**config.mk**
```make
export PLATFORM = sky130hd
export DESIGN_NAME = box_relation_unit_top
export DESIGN_NICKNAME = d
export VERILOG_FILES = /design/src/hw/rtl/brel_pkg.sv /design/src/hw/rtl/brel_ops.sv /design/src/hw/rtl/brel_count.sv /design/src/hw/rtl/box_relation_unit_top.sv
export SDC_FILE = /design/constraint.sdc
export NUM_CORES = 2
export LEC_CHECK = 0
export BUFFER_PORTS_ARGS = -buffer_cell sky130_fd_sc_hd__buf_2
export CAP_MARGIN = 20
export CORE_ASPECT_RATIO = 1.2
export CORE_MARGIN = 5
export CORE_UTILIZATION = 35
export DETAILED_ROUTE_END_ITERATION = 8
export HOLD_SLACK_MARGIN = 0.15
export SLEW_MARGIN = 20
export SYNTH_ARGS = -nofsm -noshare
export SYNTH_HDL_FRONTEND = slang
export SYNTH_HIERARCHICAL = 1
export SYNTH_SLANG_ARGS = --single-unit
```
**constraint.sdc**
```tcl
create_clock -name clk -period 13.1 [get_ports clk]
set_input_delay 1.965 -clock clk [delete_from_list [all_inputs] [get_ports clk]]
set_output_delay 1.965 -clock clk [all_outputs]
set_load 0.02 [all_outputs]
```
**src/hw/rtl/brel_pkg.sv**
```systemverilog
// Shared types, constants and helper functions for the box relation unit.
`default_nettype none

package brel_pkg;

    localparam int CELL_BITS = 32;
    localparam int SPAN_W    = CELL_BITS + 1;
    localparam int PROD_W    = (2 * SPAN_W > 65) ? 2 * SPAN_W : 65;
    localparam int IN_W      = 328;
    localparam int OUT_W     = 200;

    typedef logic signed [CELL_BITS-1:0] cell_t;

    localparam cell_t CELL_MAX = {1'b0, {(CELL_BITS-1){1'b1}}};

    typedef enum logic [3:0] {
        ACT_CONTAINS      = 4'd0,
        ACT_WRAP_CONTAINS = 4'd1,
        ACT_OVERLAPS      = 4'd2,
        ACT_WRAP_OVERLAPS = 4'd3,
        ACT_CONTAINS_BOX  = 4'd4,
        ACT_INTERSECT     = 4'd5,
        ACT_CAN_FUSE      = 4'd6,
        ACT_TESSELLATE    = 4'd7,
        ACT_SIZE          = 4'd8
    } act_t;

    typedef struct packed {
        cell_t bx;
        cell_t by;
        cell_t ex;
        cell_t ey;
    } box_t;

    typedef struct packed {
        act_t  action;
        box_t  a;
        box_t  b;
        cell_t px;
        cell_t py;
    } item_t;

    typedef struct packed {
        logic        flag;
        logic [31:0] bx;
        logic [31:0] by;
        logic [31:0] ex;
        logic [31:0] ey;
        logic [63:0] count;
    } result_t;

    // Sign-extend the 32-bit field, then keep the low cell bits.
    function automatic cell_t to_cell(logic signed [31:0] v);
        logic signed [63:0] w;
        w = 64'(v);
        return w[CELL_BITS-1:0];
    endfunction

    // Sign-extend a cell value and keep the low 32 bits for the port.
    function automatic logic [31:0] out32(cell_t v);
        logic signed [63:0] w;
        w = 64'(v);
        return w[31:0];
    endfunction

endpackage

`default_nettype wire

```
**src/hw/rtl/brel_ops.sv**
```systemverilog
// Flag and result box logic for all box relation actions.
`default_nettype none

module brel_ops (
    input  wire brel_pkg::item_t item,
    output logic                 flag,
    output brel_pkg::box_t       box
);

    function automatic logic in1(brel_pkg::cell_t b, brel_pkg::cell_t e,
                                 brel_pkg::cell_t p);
        return (p >= b) && (p <= e);
    endfunction

    function automatic logic wrap_in1(brel_pkg::cell_t b, brel_pkg::cell_t e,
                                      brel_pkg::cell_t p);
        return (b > e) ? ((p >= b) || (p <= e)) : ((p >= b) && (p <= e));
    endfunction

    function automatic logic ovl1(brel_pkg::cell_t ab, brel_pkg::cell_t ae,
                                  brel_pkg::cell_t bb, brel_pkg::cell_t be);
        return !((ab > be) || (bb > ae));
    endfunction

    // Only A may wrap; a wrapped A misses B only when B sits in its gap.
    function automatic logic wrap_ovl1(brel_pkg::cell_t ab, brel_pkg::cell_t ae,
                                       brel_pkg::cell_t bb, brel_pkg::cell_t be);
        return (ab > ae) ? !((ab > be) && (bb > ae)) : !((ab > be) || (bb > ae));
    endfunction

    function automatic brel_pkg::cell_t inc_sat(brel_pkg::cell_t v);
        return (v == brel_pkg::CELL_MAX) ? brel_pkg::CELL_MAX : v + brel_pkg::cell_t'(1);
    endfunction

    function automatic logic touch1(brel_pkg::cell_t ab, brel_pkg::cell_t ae,
                                    brel_pkg::cell_t bb, brel_pkg::cell_t be,
                                    logic ov);
        return ov || (inc_sat(ae) == bb) || (inc_sat(be) == ab);
    endfunction

    brel_pkg::cell_t abx, aby, aex, aey;
    brel_pkg::cell_t bbx, bby, bex, bey;
    brel_pkg::cell_t px, py;
    logic            ov;
    logic            same_x;
    logic            same_y;
    brel_pkg::cell_t bex_inc, bey_inc, bbx_dec, bby_dec;

    always_comb
    begin
        abx = item.a.bx;
        aby = item.a.by;
        aex = item.a.ex;
        aey = item.a.ey;
        bbx = item.b.bx;
        bby = item.b.by;
        bex = item.b.ex;
        bey = item.b.ey;
        px  = item.px;
        py  = item.py;

        ov      = ovl1(abx, aex, bbx, bex) && ovl1(aby, aey, bby, bey);
        same_x  = (abx == bbx) && (aex == bex);
        same_y  = (aby == bby) && (aey == bey);
        // Only used where B lies strictly past the point, so no wrap.
        bex_inc = bex + brel_pkg::cell_t'(1);
        bey_inc = bey + brel_pkg::cell_t'(1);
        bbx_dec = bbx - brel_pkg::cell_t'(1);
        bby_dec = bby - brel_pkg::cell_t'(1);

        flag = 1'b0;
        box  = '0;

        case (item.action)
            brel_pkg::ACT_CONTAINS:
            begin
                flag = in1(abx, aex, px) && in1(aby, aey, py);
            end
            brel_pkg::ACT_WRAP_CONTAINS:
            begin
                flag = wrap_in1(abx, aex, px) && wrap_in1(aby, aey, py);
            end
            brel_pkg::ACT_OVERLAPS:
            begin
                flag = ov;
            end
            brel_pkg::ACT_WRAP_OVERLAPS:
            begin
                flag = wrap_ovl1(abx, aex, bbx, bex) && wrap_ovl1(aby, aey, bby, bey);
            end
            brel_pkg::ACT_CONTAINS_BOX:
            begin
                flag = in1(abx, aex, bbx) && in1(aby, aey, bby)
                    && in1(abx, aex, bex) && in1(aby, aey, bey);
            end
            brel_pkg::ACT_INTERSECT:
            begin
                flag = ov;
                if (ov)
                begin
                    box.bx = (abx > bbx) ? abx : bbx;
                    box.by = (aby > bby) ? aby : bby;
                    box.ex = (aex < bex) ? aex : bex;
                    box.ey = (aey < bey) ? aey : bey;
                end
            end
            brel_pkg::ACT_CAN_FUSE:
            begin
                if (!same_x)
                    flag = touch1(abx, aex, bbx, bex, ov) && same_y;
                else if (!same_y)
                    flag = touch1(aby, aey, bby, bey, ov);
                else
                    flag = 1'b0;
            end
            brel_pkg::ACT_TESSELLATE:
            begin
                flag = ov;
                box  = item.a;
                if (ov)
                begin
                    if ((bex < px) && (bex_inc > abx))
                        box.bx = bex_inc;
                    if ((bbx > px) && (bbx_dec < aex))
                        box.ex = bbx_dec;
                    if ((bey < py) && (bey_inc > aby))
                        box.by = bey_inc;
                    if ((bby > py) && (bby_dec < aey))
                        box.ey = bby_dec;
                end
            end
            default:
            begin
                flag = 1'b0;
                box  = '0;
            end
        endcase
    end

endmodule

`default_nettype wire

```
**src/hw/rtl/brel_count.sv**
```systemverilog
// Saturating cell count of box A for the size action.
`default_nettype none

module brel_count (
    input  wire brel_pkg::item_t item,
    output logic [63:0]          count
);

    logic [brel_pkg::CELL_BITS-1:0] dx;
    logic [brel_pkg::CELL_BITS-1:0] dy;
    logic [brel_pkg::SPAN_W-1:0]    span_x;
    logic [brel_pkg::SPAN_W-1:0]    span_y;
    logic [brel_pkg::PROD_W-1:0]    prod;
    logic                           sat;

    always_comb
    begin
        // Span is taken modulo the cell range, then one is added.
        dx     = item.a.ex - item.a.bx;
        dy     = item.a.ey - item.a.by;
        span_x = {1'b0, dx} + brel_pkg::SPAN_W'(1);
        span_y = {1'b0, dy} + brel_pkg::SPAN_W'(1);
        prod   = brel_pkg::PROD_W'(span_x) * brel_pkg::PROD_W'(span_y);
        sat    = |prod[brel_pkg::PROD_W-1:64];
        if (item.action == brel_pkg::ACT_SIZE)
            count = sat ? {64{1'b1}} : prod[63:0];
        else
            count = '0;
    end

endmodule

`default_nettype wire

```
**src/hw/rtl/box_relation_unit_top.sv**
```systemverilog
// Top level of the box relation unit: input register, operation logic, result register.
//
//  Port group   Dir  Width  Contents
//  s_t*         in   328    action, box A, box B, point
//  m_t*         out  200    flag, result box, cell count
//
//  One request is taken per cycle unless m_t* stalls; the result register drives m_t*.
//  Latency and rate are set by the input register and the result register,
//  with all operation logic (one 33x33 multiply for the count) between them.
//  rst_n clears both valid bits; payload registers are not reset.
//  A stalled result holds the result register, and the input register
//  keeps taking requests until it also fills.
`default_nettype none

module box_relation_unit_top (
    input  wire logic                       clk,
    input  wire logic                       rst_n,
    input  wire logic                       s_tvalid,
    output logic                            s_tready,
    // action[3:0], a_beg_x, a_beg_y, a_end_x, a_end_y, b_beg_x, b_beg_y,
    // b_end_x, b_end_y, point_x, point_y (32 each), zero pad [327:324]
    input  wire logic [brel_pkg::IN_W-1:0]  s_tdata,
    output logic                            m_tvalid,
    input  wire logic                       m_tready,
    // flag[0], box_beg_x, box_beg_y, box_end_x, box_end_y (32 each),
    // cell_count (64), zero pad [199:193]
    output logic [brel_pkg::OUT_W-1:0]      m_tdata
);

    logic              in_valid_reg;
    logic              in_valid_next;
    brel_pkg::item_t   item_reg;
    brel_pkg::item_t   item_next;
    logic              out_valid_reg;
    logic              out_valid_next;
    brel_pkg::result_t res_reg;
    brel_pkg::result_t res_next;

    logic              in_ready;
    logic              in_load;
    logic              out_adv;
    logic              op_flag;
    brel_pkg::box_t    op_box;
    logic [63:0]       op_count;

    assign out_adv  = !out_valid_reg || m_tready;
    assign in_ready = !in_valid_reg || out_adv;
    assign in_load  = s_tvalid && in_ready;

    always_comb
    begin
        item_next.action = brel_pkg::act_t'(s_tdata[3:0]);
        item_next.a.bx   = brel_pkg::to_cell(s_tdata[35:4]);
        item_next.a.by   = brel_pkg::to_cell(s_tdata[67:36]);
        item_next.a.ex   = brel_pkg::to_cell(s_tdata[99:68]);
        item_next.a.ey   = brel_pkg::to_cell(s_tdata[131:100]);
        item_next.b.bx   = brel_pkg::to_cell(s_tdata[163:132]);
        item_next.b.by   = brel_pkg::to_cell(s_tdata[195:164]);
        item_next.b.ex   = brel_pkg::to_cell(s_tdata[227:196]);
        item_next.b.ey   = brel_pkg::to_cell(s_tdata[259:228]);
        item_next.px     = brel_pkg::to_cell(s_tdata[291:260]);
        item_next.py     = brel_pkg::to_cell(s_tdata[323:292]);
    end

    brel_ops u_ops (
        .item (item_reg),
        .flag (op_flag),
        .box  (op_box)
    );

    brel_count u_count (
        .item  (item_reg),
        .count (op_count)
    );

    always_comb
    begin
        res_next.flag  = op_flag;
        res_next.bx    = brel_pkg::out32(op_box.bx);
        res_next.by    = brel_pkg::out32(op_box.by);
        res_next.ex    = brel_pkg::out32(op_box.ex);
        res_next.ey    = brel_pkg::out32(op_box.ey);
        res_next.count = op_count;
    end

    always_comb
    begin
        in_valid_next  = in_ready ? s_tvalid : in_valid_reg;
        out_valid_next = out_adv ? in_valid_reg : out_valid_reg;
    end

    always_ff @(posedge clk or negedge rst_n)
    begin
        if (!rst_n)
        begin
            in_valid_reg  <= 1'b0;
            out_valid_reg <= 1'b0;
        end
        else
        begin
            in_valid_reg  <= in_valid_next;
            out_valid_reg <= out_valid_next;
        end
    end

    always_ff @(posedge clk)
    begin
        if (in_load)
            item_reg <= item_next;
        if (out_adv && in_valid_reg)
            res_reg <= res_next;
    end

    assign s_tready = in_ready;
    assign m_tvalid = out_valid_reg;
    assign m_tdata  = {7'd0, res_reg.count, res_reg.ey, res_reg.ex,
                       res_reg.by, res_reg.bx, res_reg.flag};

`ifndef SYNTHESIS
    // A count only comes from the size action, which has no flag and no box.
    assert property (@(posedge clk) disable iff (!rst_n)
        (out_valid_reg && (res_reg.count != 64'd0)) |->
            (!res_reg.flag && (res_reg.bx == 32'd0) && (res_reg.by == 32'd0)
             && (res_reg.ex == 32'd0) && (res_reg.ey == 32'd0)))
        else $error("cell count set together with flag or box");

    // Backpressure reaches the input only when both stages are full.
    assert property (@(posedge clk) disable iff (!rst_n)
        !s_tready |-> (in_valid_reg && out_valid_reg && !m_tready))
        else $error("input stalled with a free stage");

    // A held request moves into the result register when it advances.
    assert property (@(posedge clk) disable iff (!rst_n)
        (in_valid_reg && out_adv) |=> out_valid_reg)
        else $error("request lost between stages");

    // The result register is filled only from a valid input stage.
    assert property (@(posedge clk) disable iff (!rst_n)
        (out_adv && !in_valid_reg) |=> !out_valid_reg)
        else $error("result produced without a request");
`endif

endmodule

`default_nettype wire

```
* Yosys cells after proc, flatten, opt, wreduce, memory -nomap -nowiden *
Cells that the tools add are included.

operators by class
  divide/modulo/power cells = 0
  magnitude comparators = 30
  multiplexer cells = 23
  reduce and logical (&&, ||, !) cells = 43
  shift-type cells = 0
  multiply operators = 1
  eq/ne operators = 20
  add/subtract/negate cells = 10
  bitwise logic cells = 0

operator list
  operator                                             number
  > comparator 32 bit                                  12
  2-to-1 mux 32 bit                                    12
  equality test 32 bit                                 8
  2-to-1 mux 128 bit                                   2
  case mux 128 bit (2 select lines)                    1
  >= comparator 32 bit                                 6
  less-or-equal comparator 32 bit                      6
  < comparator 32 bit                                  6
  adder 32 x 2 -> 32 bit, second input constant        4
  equality test 32 bit, second input constant          4
  adder 32 x 1 -> 33 bit, second input constant        2
  multiplier 33 x 33 -> 66 bit                         1
  2-to-1 mux 64 bit                                    1
  subtractor 32 x 2 -> 32 bit, second input constant   2
  subtractor 32 bit                                    2
  logical AND 1 bit                                    24
  equality test 4 x 3 -> 1 bit, second input constant  4
  logical OR 1 bit                                     10
  equality test 4 x 2 -> 1 bit, second input constant  2
  logical NOT 1 bit                                    6
  2-to-1 mux 1 bit                                     6
  case mux 1 bit (6 select lines)                      1
  equality test 4 x 1 -> 1 bit, second input constant  1
  equality test 4 bit, second input constant           1
  3 further kinds                                      3

word-level totals
  RAM bits = 0
  ROM bits = 0
  memories kept = 0
  input bits = 332
  bits in latches = 0
  register bits after elaboration = 519
  logic and storage cells = 146

* Logic depth before layout (Yosys ltp) *
  depth after elaboration = 9
  depth in mapped cells = 43
  gate-level depth less buffers = 39

* Cells and area by module *
Netlist, hierarchy kept.

modules (own cells, without submodules)
  module                 cells an instance  seq. area each (µm²)  area an instance (µm²)  instances
  brel_count             5029               0.0                   41432.2                 1
  brel_ops               3601               0.0                   26543.0                 1
  box_relation_unit_top  533                15574.9               15685.0                 1

* Worst setup path before layout *
OpenSTA, ideal clock, no wires.

  path kind = flip-flop to flip-flop
  start = register item_reg[192] in the netlist's numbering
  end = register res_reg, in the netlist m_tdata[142] (data pin)
  data required time = 12826 ps
  cell stages (with the launch flop) = 40
  clock period less this slack = 11472 ps
  setup time = 274 ps
  path slack = 1628 ps
  arrival time = 11198 ps
  cell sequence = edfxtp_1 inv_1 ha_1 fa_1 nand2b_1 a211o_1 a31o_1 a21o_1 a2111oi_4 nand4_2 or4b_1 buf_2 xor2_1 clkbuf_1 nor2_1 fa_1 fa_1 inv_1 [4 not listed] fa_1 fa_1 inv_1 fa_1 inv_1 ha_1 clkbuf_1 a211oi_1 nand2_1 a2111o_1 a2bb2oi_1 a31oi_1 a31oi_1 nand3_1 a31oi_1 xor2_1 clkbuf_1 a31oi_1

between the ends
  word-level cells in the longest chain between the ends = 5

RTL lines
  element                           line                          RTL
  from (decl)                       box_relation_unit_top.sv:32   brel_pkg::item_t item_reg;
  from (signal assigned)            box_relation_unit_top.sv:109  item_reg <= item_next;
  subtractor 32 bit (*)             brel_count.sv:20              dy = item.a.ey - item.a.by;
  adder 32 x 1 -> 33 bit (*)        brel_count.sv:22              span_y = {1'b0, dy} + brel_pkg::SPAN_W'(1);
  multiplier 33 x 33 -> 66 bit (*)  brel_count.sv:23              prod = brel_pkg::PROD_W'(span_x) * brel_pkg::PROD_W'(span_y);
  OR reduction 2 bit                brel_count.sv:24              sat = |prod[brel_pkg::PROD_W-1:64];
  2-to-1 mux 64 bit (*)             brel_count.sv:26              count = sat ? {64{1'b1}} : prod[63:0];
  to (signal assigned)              box_relation_unit_top.sv:111  res_reg <= res_next;
  to (decl)                         box_relation_unit_top.sv:36   brel_pkg::result_t res_reg;

Every way passes the cells marked *; elsewhere a longest branch is shown, timed or not.
A chain may end at the register's enable or synchronous reset.

* Worst setup path in the final report *
  start = register item_reg[262] in the netlist's numbering
  end = register res_reg, in the netlist m_tdata[140] (data pin)

Same word-level chain as after synthesis.

==> run_results.csv <==
group,metric,value,unit
yosys,count_of_flip_flops_with_a_built_in_enable_after_synthesis,517,
floorplanning,core_region_area,238000,sq um
yosys,synth_xor_xnor_area_share,0.0440,
sta,timing_hold_violations_final,0,
critical_path,cpMostUsedCell,"sky130_fd_sc_hd__fa_1",
floorplanning,die_width,456,um
detailed_routing,vias,72690,
yosys,synth.top_cells.by_count,"sky130_fd_sc_hd__inv_1 (1516), sky130_fd_sc_hd__ha_1 (1037), sky130_fd_sc_hd__fa_1 (960)",
yosys,synth.avg_cell_area,9.13,sq um
sta,timing.slew.headroom,0.161,
critical_path,critical_path_arrival,13.01,ns
sta,post-route-min-period,12.60,ns
placed_design,place.detailed.hpwl,292000,um
yosys,post-synth-top-count-cell,"sky130_fd_sc_hd__inv_1",
critical_path,worstSetupStartpointType,"flop",
floorplanning,die_height,546,um
yosys,post_synth_main_area_contributors,"sky130_fd_sc_hd__fa_1 (23%), sky130_fd_sc_hd__edfxtp_1 (19%), sky130_fd_sc_hd__ha_1 (16%)",
sta,max_slew.worst_pin.slew,1.24,ns
sta,timing.final.crit_share,0.962,
placed_design,routabilityCongestion,0.988,
yosys,synthAdderAreaFrac,0.385,
yosys,part_of_the_yosys_area_used_for_sequential_elements,0.186,
critical_path,cpMaxStageDelayCell,"sky130_fd_sc_hd__or4b_1",
global_routing,global_route_wire_length_before_repair,508000,um
sta,totalNegativeSetupSlack,0,ns
final_layout,areaGrowthSynthToFinish,11.8,%
floorplanning,initial_core_utilization,0.352,
global_routing,grt_pass1_vias,74183,
clock_network,cts.sink_count,519,
detailed_routing,drt-initial-drc-count,6276,
yosys,distinct_cell_type_count_after_synthesis,118,
critical_path,critPathKind,"flop to flop",
flow_run,drv_cap,0,
yosys,yosys_most_used_dff,"sky130_fd_sc_hd__edfxtp_1",
critical_path,timing.critical_path.slowest_cell_delay,0.74,ns
floorplanning,num_io_pins,534,
global_routing,antenna_found_initial,25,
yosys,synth.area.mux_share,0.0229,
final_layout,largest_register_ff_count,324,
critical_path,critical_path.max_fanout,44,
clock_network,clock_tree.buffer_depth,3,
final_layout,nNetsFinal,12011,
sta,clock.fmax,79.3,MHz
clock_network,clkTransAtPathRegs,0.06,ns
sta,rsz_0062_raised_after_global_routing,"no",
yosys,postSynthRegisterBits,519,
detailed_routing,totalWireLength,350000,um
global_routing,gr-usage-all-layers,0.273,
run_status,status,"finished, final reports clean",
detailed_routing,mean_routed_wirelength_per_cell,27.1,um
yosys,ffs_w_async_s_r_synth,0.00385,
sta,timing_max_transition_violations_final,0,
clock_network,ctsHtreeMaxLevel,2,
yosys,synth-compound-area-share,0.125,
yosys,mappedNetlistArea,83700,sq um
floorplanning,design.die.area,249000,sq um
global_routing,grt_overflow_total,0,
final_layout,multiInputGateArea,61400,sq um
yosys,synth_largest_type_area_fraction,0.230,
clock_network,hold_buffers,0,
yosys,synth_simple_gate_area_share,0.150,
clock_network,worstSkewPairLatency,0.72,ns
critical_path,timing.critical_path.to_type,"flop",
final_layout,fillers,24076,
clock_network,cts_made_buffers,54,
global_routing,grt_start_max_net_pins,84,
clock_network,clockRootBuffer,"sky130_fd_sc_hd__clkbuf_16",
floorplanning,placementRows,196,
sta,finClkSkew,0.0392,ns
critical_path,worstPathRequired,13.51,ns
yosys,synth_top_area_cell,"sky130_fd_sc_hd__fa_1",
hold_path,min_delay_worst_type,"flop to flop",
detailed_routing,post-route-drc-count,0,
placed_design,io_buffer_count,522,
detailed_routing,drt.antenna.violating_nets,0,
detailed_routing,dr.pass1.iters,7,
yosys,synth-warning-count,6,
yosys,mapped_cells,9163,
yosys,synth_top_family_by_area,"adder cells",
final_layout,regArea,15600,sq um
final_layout,drive_gt1_frac,0.112,
clock_network,clock_tree_from_tritoncts,"yes",
detailed_routing,routed_via_density,5.63,
sta,finalSetupViolations,0,
-- stage by stage --
step / instance area [sq um] / setup WS, ns / cells / hold slack, ns / util
global placement: 91600 / 0.400 / 12792 / 0.533 / 0.385
CTS: 93400 / 0.240 / 12892 / 0.577 / 0.393
finish: 93500 / 0.495 / 12905 / 0.574 / 0.393
detailed placement: 91600 / 0.242 / 12792 / 0.559 / 0.385
global route: 93500 / 0.00314 / 12897 / 0.600 / 0.393
floorplan: 83700 / 1.63 / 9169 / 0.511 / -
-- worst paths after layout --
| kind | slack, ns | cells past startpoint | to | startpoint |
|---|---|---|---|---|
| max | 0.50 | 38 | m_tdata[140]$_DFFE_PP_ | item_reg[262]$_DFFE_PP_ |
| min | 0.57 | 1 | m_tvalid$_DFFE_PN0P_ | in_valid_reg$_DFFE_PN0P_ |
| max reg2reg | 0.50 | 38 | m_tdata[140]$_DFFE_PP_ | item_reg[262]$_DFFE_PP_ |
| min reg2reg | 0.57 | 1 | m_tvalid$_DFFE_PN0P_ | in_valid_reg$_DFFE_PN0P_ |
| max in group asynchronous | 11.96 | 1 | in_valid_reg$_DFFE_PN0P_ | rst_n |
| min in group asynchronous | 1.05 | 1 | m_tvalid$_DFFE_PN0P_ | rst_n |
-- cells in the final DEF (no fill, tap or decap), drive strengths merged, types with 20 or more instances in the layout --
master   count
xnor2      316
a221o       36
edfxtp     517
nand4      226
a31oi      108
nor2b       58
o211ai      39
xor2        98
nand2      796
and3        49
a221oi      27
o22ai       88
and4        41
a21oi      396
nor3       151
o21a        50
nand3      173
o31ai       25
a22o        31
nor2       707
nand2b      48
or4         28
buf        834
or3         35
clkinv      24
a211oi      49
clkbuf      62
a2111oi     20
a21o       245
and2        68
o21ai      256
fa         960
nor4       101
inv       1522
mux2i      188
ha        1037
-- final cells by class --
class,count,share of cell area
clock buffer,62,0.0148
antenna,11,0.000294
tap,3168,0.0424
sequential,519,0.167
multi-input combinational,6755,0.657
inverter,1518,0.0609
clock inverter,38,0.00448
timing repair buffer,834,0.0535
-- what timing repair did --
item / CTS / global route
gates resized for setup: 0 / 13
endpoints found under the setup margin: 0 / 64
buffers inserted: 0 / 2
endpoints found under the hold margin: 0 / 0
-- routing by layer --
metal | global-route usage | wire length, um
met5 | 0 | 77
met2 | 0.442 | 159000
met1 | 0.348 | 141000
met4 | 0.146 | 23300
met3 | 0.0486 | 27100
-- worst max-delay path: cells and delay by family (launching register included) --
kind | cells | cell delay, ns
adders and majority gates | 10 | 4.96
DFF | 1 | 0.56
xor gates and xnor gates | 2 | 0.37
buffers and inverters | 9 | 0.91
AOI/OAI and AO/OA | 13 | 3.95
and+or+nand+nor | 4 | 1.43
-- logic make-up after synthesis --
group                    count (synthesis)
AO/OA/AOI/OAI                         1572
XOR/XNOR                               416
adder cells (fa/ha/maj)               1998
buffers and inverters                 1895
flip-flops                             519
multiplexers                           191
other                                    1
AND/OR/NAND/NOR                       2571
Power is left out: the tool's default activity adds up to more than one toggle a clock period on the data nets, which glitch-free logic cannot reach.
